--- src/hdl/phrs_pkg.sv ---
// Shared types, constants and register indexes of the plane hypothesis residual scorer.
package phrs_pkg;

  // Fraction bits of depths, sigma, log term, offset and cost.
  localparam int FRAC_BITS  = 16;

  localparam int CFG_IDX_W  = 8;
  localparam int CFG_DATA_W = 32;
  localparam int ACC_W      = 48;

  // Serial divider: 64-bit dividend, 32-bit divisor, two quotient bits per cycle.
  localparam int DIV_W      = 64;
  localparam int DVS_W      = 32;
  localparam int DIV_RADIX  = 2;
  localparam int DIV_STEPS  = DIV_W / DIV_RADIX;
  localparam int DIV_CNT_W  = $clog2(DIV_STEPS);

  // Register indexes on the configuration port.
  localparam logic [CFG_IDX_W-1:0] REG_NORMAL_X     = CFG_IDX_W'(0);
  localparam logic [CFG_IDX_W-1:0] REG_NORMAL_Y     = CFG_IDX_W'(1);
  localparam logic [CFG_IDX_W-1:0] REG_NORMAL_Z     = CFG_IDX_W'(2);
  localparam logic [CFG_IDX_W-1:0] REG_PLANE_OFFSET = CFG_IDX_W'(3);

  localparam logic [14:0] NORMAL_Z_RST = 15'd16384;

  typedef struct packed {
    logic signed [15:0] dir_x;
    logic signed [15:0] dir_y;
    logic        [14:0] dir_z;
    logic        [23:0] point_depth;
    logic        [23:0] noise_sigma;
    logic signed [23:0] log_sigma_term;
    logic               last_point;
  } phrs_in_t;

  typedef struct packed {
    logic signed [31:0]      point_cost;
    logic                    is_inlier;
    logic signed [ACC_W-1:0] total_cost;
    logic                    last_result;
  } phrs_out_t;

  typedef enum logic [3:0] {
    ST_IDLE,
    ST_MUL_X,
    ST_MUL_Y,
    ST_MUL_Z,
    ST_MUL_D,
    ST_DIV1_SET,
    ST_DIV1,
    ST_DIV2_SET,
    ST_DIV2,
    ST_SQUARE,
    ST_COST
  } phrs_state_t;

endpackage

--- src/hdl/plane_hypothesis_residual_scorer_core.sv ---
// Top level of the plane hypothesis residual scorer: sequencer, shared multiplier and divider.
//
// The block scores a stream of depth points against one plane hypothesis.
// The plane (normal_x, normal_y, normal_z, plane_offset) is written on the
// cfg_ port, one register per request; the user must write it only while the
// block is idle, which the block does not enforce. cfg_ready is always high
// and indexes above the last register are ignored. Each point arrives as one
// request on the in_ channel and produces exactly one result request on the
// out_ channel: the point cost, an inlier flag, the running total of negative
// costs and a copy of the last-point flag. After a point flagged last the
// running total restarts from zero. For each point the shared 33x33
// multiplier forms the dot product and the numerator (ST_MUL_X to ST_MUL_D),
// then the shared radix-4 serial divider makes two passes (predicted depth,
// then the sigma-normalized residual), the multiplier forms the square and
// ST_COST forms the cost. in_ready is high only while the sequencer is idle.
// The result sits in an output register, so the next point is accepted and
// worked on while a result still waits; if the receiver stalls, the next
// point holds in its final cycle until the output register frees up.
// Reset clears the sequencer, the running total, the output valid flag and
// restores the plane registers to their reset values.
module plane_hypothesis_residual_scorer_core (
  input  logic                               clk,
  input  logic                               rst_n,
  input  logic                               in_valid,
  output logic                               in_ready,
  input  phrs_pkg::phrs_in_t                 in_data,
  output logic                               out_valid,
  input  logic                               out_ready,
  output phrs_pkg::phrs_out_t                out_data,
  input  logic                               cfg_valid,
  output logic                               cfg_ready,
  input  logic [phrs_pkg::CFG_IDX_W-1:0]     cfg_index,
  input  logic [phrs_pkg::CFG_DATA_W-1:0]    cfg_data
);
  import phrs_pkg::*;

  localparam logic signed [63:0] DIFF_LIM = 64'sd1 <<< (62 - FRAC_BITS);
  localparam logic signed [31:0] COST_MAX = 32'sh7FFF_FFFF;
  localparam logic signed [31:0] COST_MIN = 32'sh8000_0000;
  localparam logic signed [ACC_W:0] ACC_LO = -((ACC_W+1)'(1) <<< (ACC_W - 1));

  phrs_state_t state_r, state_nxt;

  // Plane registers.
  logic signed [15:0] nx_r, ny_r;
  logic        [14:0] nz_r;
  logic signed [31:0] d_r;

  // Datapath registers.
  phrs_in_t                item_r;
  logic signed [63:0]      prod_r;
  logic signed [33:0]      dot_r;
  logic        [DIV_W-1:0] dvd_r;
  logic        [DVS_W-1:0] rem_r;
  logic        [DVS_W-1:0] dvs_r;
  logic [DIV_CNT_W-1:0]    cnt_r;
  logic                    neg_r;
  logic                    big_r;
  logic signed [ACC_W-1:0] acc_r;
  logic                    out_valid_r;
  phrs_out_t               out_data_r;

  // Combinational datapath signals.
  logic signed [32:0]      mul_a, mul_b;
  logic                    mul_en;
  logic signed [65:0]      mul_full;
  logic        [DVS_W-1:0] rem_s [0:DIV_RADIX];
  logic        [DIV_W-1:0] dvd_s [0:DIV_RADIX];
  logic        [DVS_W:0]   trial [0:DIV_RADIX-1];
  logic        [DVS_W:0]   trial_sub [0:DIV_RADIX-1];
  logic signed [33:0]      dot_fix;
  logic        [DVS_W-1:0] dot_mag;
  logic        [63:0]      num_mag;
  logic                    num_neg;
  logic signed [63:0]      pred;
  logic signed [63:0]      diff;
  logic        [63:0]      diff_mag;
  logic        [DVS_W-1:0] sigma_fix;
  logic        [63:0]      sq;
  logic signed [64:0]      cost_sum;
  logic signed [31:0]      cost;
  logic signed [ACC_W:0]   acc_sum;
  logic signed [ACC_W-1:0] acc_after;
  logic                    commit;

  assign in_ready  = (state_r == ST_IDLE);
  assign cfg_ready = 1'b1;
  assign out_valid = out_valid_r;
  assign out_data  = out_data_r;

  // Next state.
  always_comb begin
    state_nxt = state_r;
    case (state_r)
      ST_IDLE:     if (in_valid) state_nxt = ST_MUL_X;
      ST_MUL_X:    state_nxt = ST_MUL_Y;
      ST_MUL_Y:    state_nxt = ST_MUL_Z;
      ST_MUL_Z:    state_nxt = ST_MUL_D;
      ST_MUL_D:    state_nxt = ST_DIV1_SET;
      ST_DIV1_SET: state_nxt = ST_DIV1;
      ST_DIV1:     if (cnt_r == DIV_CNT_W'(DIV_STEPS - 1)) state_nxt = ST_DIV2_SET;
      ST_DIV2_SET: state_nxt = ST_DIV2;
      ST_DIV2:     if (cnt_r == DIV_CNT_W'(DIV_STEPS - 1)) state_nxt = ST_SQUARE;
      ST_SQUARE:   state_nxt = ST_COST;
      ST_COST:     if (!out_valid_r || out_ready) state_nxt = ST_IDLE;
      default:     state_nxt = ST_IDLE;
    endcase
  end

  // Datapath control and arithmetic.
  always_comb begin
    mul_en = 1'b1;
    mul_a  = '0;
    mul_b  = '0;
    case (state_r)
      ST_MUL_X: begin
        mul_a = {{17{nx_r[15]}}, nx_r};
        mul_b = {{17{item_r.dir_x[15]}}, item_r.dir_x};
      end
      ST_MUL_Y: begin
        mul_a = {{17{ny_r[15]}}, ny_r};
        mul_b = {{17{item_r.dir_y[15]}}, item_r.dir_y};
      end
      ST_MUL_Z: begin
        mul_a = {18'b0, nz_r};
        mul_b = {18'b0, item_r.dir_z};
      end
      ST_MUL_D: begin
        mul_a = {d_r[31], d_r};
        mul_b = {18'b0, item_r.dir_z};
      end
      ST_SQUARE: begin
        mul_a = {1'b0, dvd_r[31:0]};
        mul_b = {1'b0, dvd_r[31:0]};
      end
      default: mul_en = 1'b0;
    endcase
    mul_full = mul_a * mul_b;

    // Two restoring division steps per cycle.
    rem_s[0] = rem_r;
    dvd_s[0] = dvd_r;
    for (int k = 0; k < DIV_RADIX; k++) begin
      trial[k]     = {rem_s[k], dvd_s[k][DIV_W-1]};
      trial_sub[k] = trial[k] - {1'b0, dvs_r};
      if (trial[k] >= {1'b0, dvs_r}) begin
        rem_s[k+1] = trial_sub[k][DVS_W-1:0];
        dvd_s[k+1] = {dvd_s[k][DIV_W-2:0], 1'b1};
      end else begin
        rem_s[k+1] = trial[k][DVS_W-1:0];
        dvd_s[k+1] = {dvd_s[k][DIV_W-2:0], 1'b0};
      end
    end

    // Predicted depth division setup; a zero dot product counts as one LSB.
    dot_fix = (dot_r == 34'sd0) ? 34'sd1 : dot_r;
    dot_mag = dot_fix[33] ? DVS_W'(-dot_fix) : DVS_W'(dot_fix);
    num_mag = (prod_r[63] ? 64'(-prod_r) : 64'(prod_r)) << 14;
    num_neg = (prod_r > 64'sd0);

    // Residual division setup.
    pred = neg_r ? -$signed(dvd_r) : $signed(dvd_r);
    diff = pred - $signed({40'b0, item_r.point_depth});
    if (diff > DIFF_LIM) diff = DIFF_LIM;
    if (diff < -DIFF_LIM) diff = -DIFF_LIM;
    diff_mag  = diff[63] ? 64'(-diff) : 64'(diff);
    sigma_fix = (item_r.noise_sigma == 24'd0) ? DVS_W'(1) : DVS_W'(item_r.noise_sigma);

    // Cost and running total.
    sq       = $unsigned(prod_r) >> (FRAC_BITS + 1);
    cost_sum = $signed({1'b0, sq})
             + $signed({{41{item_r.log_sigma_term[23]}}, item_r.log_sigma_term});
    if (big_r || cost_sum > 65'(COST_MAX)) begin
      cost = COST_MAX;
    end else if (cost_sum < 65'(COST_MIN)) begin
      cost = COST_MIN;
    end else begin
      cost = cost_sum[31:0];
    end
    acc_sum = $signed({acc_r[ACC_W-1], acc_r}) + $signed({{(ACC_W-31){cost[31]}}, cost});
    if (!cost[31]) begin
      acc_after = acc_r;
    end else if (acc_sum < ACC_LO) begin
      acc_after = ACC_LO[ACC_W-1:0];
    end else begin
      acc_after = acc_sum[ACC_W-1:0];
    end
    commit = (state_r == ST_COST) && (!out_valid_r || out_ready);
  end

  // Control registers.
  always_ff @(posedge clk) begin
    if (!rst_n) begin
      state_r     <= ST_IDLE;
      nx_r        <= '0;
      ny_r        <= '0;
      nz_r        <= NORMAL_Z_RST;
      d_r         <= '0;
      acc_r       <= '0;
      out_valid_r <= 1'b0;
      cnt_r       <= '0;
    end else begin
      state_r <= state_nxt;
      if (cfg_valid && cfg_ready) begin
        case (cfg_index)
          REG_NORMAL_X:     nx_r <= cfg_data[15:0];
          REG_NORMAL_Y:     ny_r <= cfg_data[15:0];
          REG_NORMAL_Z:     nz_r <= cfg_data[14:0];
          REG_PLANE_OFFSET: d_r  <= cfg_data[31:0];
          default: ;
        endcase
      end
      if (state_r inside {ST_DIV1, ST_DIV2}) begin
        cnt_r <= cnt_r + DIV_CNT_W'(1);
      end else begin
        cnt_r <= '0;
      end
      if (commit) begin
        acc_r       <= item_r.last_point ? '0 : acc_after;
        out_valid_r <= 1'b1;
      end else if (out_ready) begin
        out_valid_r <= 1'b0;
      end
    end
  end

  // Payload registers.
  always_ff @(posedge clk) begin
    if (in_valid && in_ready) begin
      item_r <= in_data;
    end
    if (mul_en) begin
      prod_r <= mul_full[63:0];
    end
    case (state_r)
      ST_MUL_Y: dot_r <= prod_r[33:0];
      ST_MUL_Z: dot_r <= dot_r + prod_r[33:0];
      ST_MUL_D: dot_r <= dot_r + prod_r[33:0];
      ST_DIV1_SET: begin
        dvd_r <= num_mag;
        dvs_r <= dot_mag;
        rem_r <= '0;
        neg_r <= num_neg != dot_fix[33];
      end
      ST_DIV2_SET: begin
        dvd_r <= diff_mag << FRAC_BITS;
        dvs_r <= sigma_fix;
        rem_r <= '0;
      end
      ST_DIV1, ST_DIV2: begin
        dvd_r <= dvd_s[DIV_RADIX];
        rem_r <= rem_s[DIV_RADIX];
      end
      ST_SQUARE: big_r <= |dvd_r[63:32];
      default: ;
    endcase
    if (commit) begin
      out_data_r.point_cost  <= cost;
      out_data_r.is_inlier   <= cost[31];
      out_data_r.total_cost  <= acc_after;
      out_data_r.last_result <= item_r.last_point;
    end
  end

endmodule

--- config.mk ---
export PLATFORM = sky130hd
export DESIGN_NAME = plane_hypothesis_residual_scorer_core
export DESIGN_NICKNAME = d
export VERILOG_FILES = /design/src/hdl/phrs_pkg.sv /design/src/hdl/plane_hypothesis_residual_scorer_core.sv
export SDC_FILE = /design/constraint.sdc
export NUM_CORES = 2
export LEC_CHECK = 0
export CAP_MARGIN = 5
export CORE_UTILIZATION = 50
export CTS_CLUSTER_DIAMETER = 120
export CTS_CLUSTER_SIZE = 8
export DETAILED_ROUTE_END_ITERATION = 10
export DONT_BUFFER_PORTS = 1
export PLACE_DENSITY = 0.74
export SLEW_MARGIN = 0
export SYNTH_ARGS = -nofsm -noshare
export SYNTH_HDL_FRONTEND = slang
export SYNTH_SLANG_ARGS = --single-unit
--- constraint.sdc ---
create_clock -name clk -period 9.1 [get_ports clk]
set_input_delay 2.275 -clock clk [delete_from_list [all_inputs] [get_ports clk]]
set_output_delay 2.275 -clock clk [all_outputs]
set_load 0.005 [all_outputs]
==> flow_metrics.py <==
metrics = {
    "sta": {
        "tightest_slew_ps": 1230,
        "slew_headroom_pct": 17.6,
        "finalMaxSlewViolations": 0,
        "finalHoldViolations": 0,
        "rsz0062_at_grt": "true",
        "period_needed_ps": 8990,
        "finalClockSkew_ps": 78.0,
        "setup_slack_ps": 115,
        "max_freq_ghz": 0.111,
        "setup_tns_ps": 0,
        "holdWs_ps": 449,
        "setup-violations-final": 0,
        "period_share_pct": 98.7,
    },
    "route": {
        "topRoutingLayerUsed": "met5",
        "via_per_inst": 5.98,
        "drt_first_pass_iters": 9,
        "wl_met3_um": 27700,
        "routed_wl_um": 261000,
        "drc_errors": 0,
        "vias": 65500,
        "wl_per_cell_um": 23.8,
        "first_iter_violations": 6739,
        "drt-met1-wl_um": 93200,
        "dr_wl_met2_um": 120000,
        "ant_nets": 0,
    },
    "worst_setup_path": {
        "critPathKind": "register to register",
        "cp_slowest_cell": "fa_1",
        "end_kind": "register",
        "required_ps": 9600,
        "timing.critical_path.from_type": "register",
        "path_max_fanout": 7,
        "cp_data_arrival_time_ps": 9480,
        "cp-startpoint": "state_r[1]",
        "r2r-start": "state_r[1]",
        "max_stage_delay_ps": 550,
        "critPathMostFrequentCell": "fa_1",
    },
    "final_layout": {
        "syn2layout_area_growth_pct": 14.6,
        "final_nets": 10600,
        "final_cell_area_sq_mm": 0.0877,
        "fillers": 13100,
        "layout-drive-gt1-share_pct": 12.9,
    },
    "global_routing": {
        "grt_pass1_wl_um": 386000,
        "grt_max_degree": 91,
        "grt_antenna_before_repair": 32,
        "track_usage_pct": 33.3,
        "grt_pass1_vias": 65600,
        "gr-total-overflow": 0,
    },
    "hold_path": {
        "hold_path_class": "register to register",
        "worstHoldStart": "cnt_r[0]",
    },
    "clock_tree": {
        "clk_latency_ps": 750,
        "clkTransAtPathRegs_ps": 60,
        "h-tree-depth": 3,
        "cts_sinks": 566,
        "cts_root_buf": "clkbuf_16",
        "cts_tree": "done",
        "cts_buffer_depth": 3,
        "cts_made_buffers": 82,
        "cts_hold_buf": 0,
    },
    "synth": {
        "synth_area_sq_mm": 0.0765,
        "async_flop_share_pct": 0,
        "ys_seq_area_share_pct": 20.4,
        "ys.flop_type": "edfxtp_1",
        "synthCells": 8390,
        "synth_seq_cells": 566,
        "synth_warnings": 0,
        "synth_edf_count": 429,
        "syn_avg_cell_area_sq_um": 9.12,
        "synth_fp_nets": 10100,
        "yosys.cell_types.count": 110,
    },
    "place": {
        "gp_congestion": 1.05,
        "dp_hpwl_um": 211000,
        "dp_slack_ps": -364,
        "postPlaceCellArea_sq_mm": 0.0835,
        "port_buffers": 0,
    },
    "floorplanning": {
        "io_pins": 250,
        "die_x_um": 393,
        "die_h_um": 393,
        "start_util_pct": 50.3,
        "coreArea_sq_mm": 0.152,
        "dieArea_sq_mm": 0.155,
        "rows": 143,
    },
    "power": {
        "ir_drop_mv": 0.167,
        "power_mw": 13.2,
        "total_leakage_power_nw": 39.7,
        "power_density_mw_per_mm2": 151,
    },
    "run": {
        "drv_cap": 0,
    },
    "outcome": {
        "outcome": "completed",
    },
}
-- layout by cell type, fill, tap and decap left out, types with 42 or more instances in the layout --
master	count
mux2i_1	55
nand2_1	1322
ha_1	421
nand4_1	62
o31ai_1	96
and2_1	57
fa_1	1104
xor2_1	167
inv_1	1216
clkbuf_16	90
clkbuf_1	51
a21boi_0	42
and3_1	53
edfxtp_1	429
nor2_1	496
nor4_1	46
nor3_1	101
nor2b_1	85
a21oi_1	258
nand3_1	129
o21ai_0	279
a31oi_1	44
buf_12	47
a22oi_1	60
a21o_1	154
o21a_1	64
buf_4	668
or3_1	49
nand2b_1	50
dfxtp_1	133
xnor2_1	276
-- metal layers --
layer,global-route usage [%],vias to the layer above
met5,0,-
met4,21.6,14
met3,7.87,916
met2,53.5,3474
met1,40.0,32400
li1,-,28700
-- final cells by class --
| cell class | instances | area (sq um) | share of cell area [%] |
|---|---|---|---|
| inverters | 1231 | 4620 | 5.28 |
| well taps | 2030 | 2540 | 2.90 |
| flip-flops and latches | 566 | 15600 | 17.8 |
| multi-input cells | 6198 | 55600 | 63.4 |
| diodes | 26 | 65.1 | 0.0742 |
| clock inverters | 11 | 251 | 0.287 |
| clock buffers | 133 | 2240 | 2.56 |
| repair buffers | 768 | 6700 | 7.64 |
-- synthesized netlist by cell type, drive strengths merged (14+ instances only) --
library cell / instances / area (sq um)
a222oi: 17 / 170
a221o: 19 / 190
o21ai: 293 / 1470
nand3: 133 / 671
a21o: 155 / 1160
xnor2: 276 / 2420
inv: 1229 / 4610
a21oi: 286 / 1440
nor3: 108 / 557
and3: 58 / 363
o211ai: 25 / 188
and2: 63 / 394
o21a: 64 / 480
nor4: 56 / 425
edfxtp: 429 / 12900
o41ai: 30 / 304
fa: 1131 / 22600
a31oi: 47 / 294
xor2: 167 / 1460
or4: 43 / 330
a211oi: 29 / 218
ha: 436 / 5460
and4: 25 / 219
clkbuf: 339 / 1270
nor2b: 86 / 538
or2: 36 / 225
a31o: 14 / 123
mux2i: 55 / 551
buf: 56 / 273
nand2: 1349 / 5080
a21boi: 45 / 338
dfxtp: 137 / 2740
a22oi: 61 / 458
nor2: 508 / 1910
nand2b: 51 / 319
nand4: 63 / 409
o21bai: 41 / 308
a221oi: 22 / 193
or3: 49 / 307
o31a: 17 / 149
a22o: 39 / 342
o31ai: 103 / 792
-- state kept, by name, summed over array words and instances, names as in the netlist, 4 cells and up --
| register | count |
|---|---|
| cnt_r | 5 |
| rem_r | 32 |
| state_r | 4 |
| prod_r | 64 |
| nx_r | 16 |
| ny_r | 16 |
| dvs_r | 32 |
| out_data | 81 |
| dvd_r | 64 |
| acc_r | 48 |
| item_r | 120 |
| nz_r | 15 |
| d_r | 32 |
| dot_r | 34 |
-- report_power, final --
group	total, mW	leakage, nW	internal, mW	switching, mW
Sequential	3.71	5.12	3.29	0.422
Clock	3.02	1.17	1.73	1.29
Combinational	6.49	33.4	2.50	4.00
-- stage by stage --
step | cells | utilization (%)
global placement | 10700 | 54.9
finish | 11000 | 57.7
CTS | 10900 | 56.6
global route | 11000 | 57.7
floorplan | 8390 | -
detailed placement | 10700 | 54.9
-- worst max-delay path: cells and delay by family, from the launching register on --
family / cells / cell delay [ps]
AO/OA/AOI/OAI: 8 / 1260
XOR/XNOR: 1 / 140
adder cells (fa/ha/maj): 9 / 4380
buffers and inverters: 10 / 1150
flip-flops: 1 / 320
AND/OR/NAND/NOR: 7 / 1510
-- kinds of logic after synthesis --
| group | synth area share [%] |
|---|---|
| other | 0.00490 |
| XOR/XNOR | 5.07 |
| flip-flops | 20.4 |
| adder cells (fa/ha/maj) | 36.7 |
| buffers and inverters | 8.06 |
| AND/OR/NAND/NOR | 16.1 |
| multiplexers | 0.808 |
| AO/OA/AOI/OAI | 12.8 |
-- path summary, 6_finish.rpt --
| kind | endpoint | slack [ps] | cells past startpoint |
|---|---|---|---|
| worst max-delay path | prod_r[61] | 110 | 35 |
| worst min-delay path | cnt_r[0] | 450 | 1 |
| worst max register to register | prod_r[61] | 110 | 35 |
| worst min register to register | cnt_r[0] | 450 | 1 |
-- repair_timing --
| item | in CTS | in global routing |
|---|---|---|
| setup endpoints to repair | 13 | 168 |
| gates cloned | 0 | 8 |
| pin swaps | 1 | 136 |
| setup buffers | 2 | 59 |
| gates resized for setup | 11 | 238 |
(Power assumes the default switching activity.)
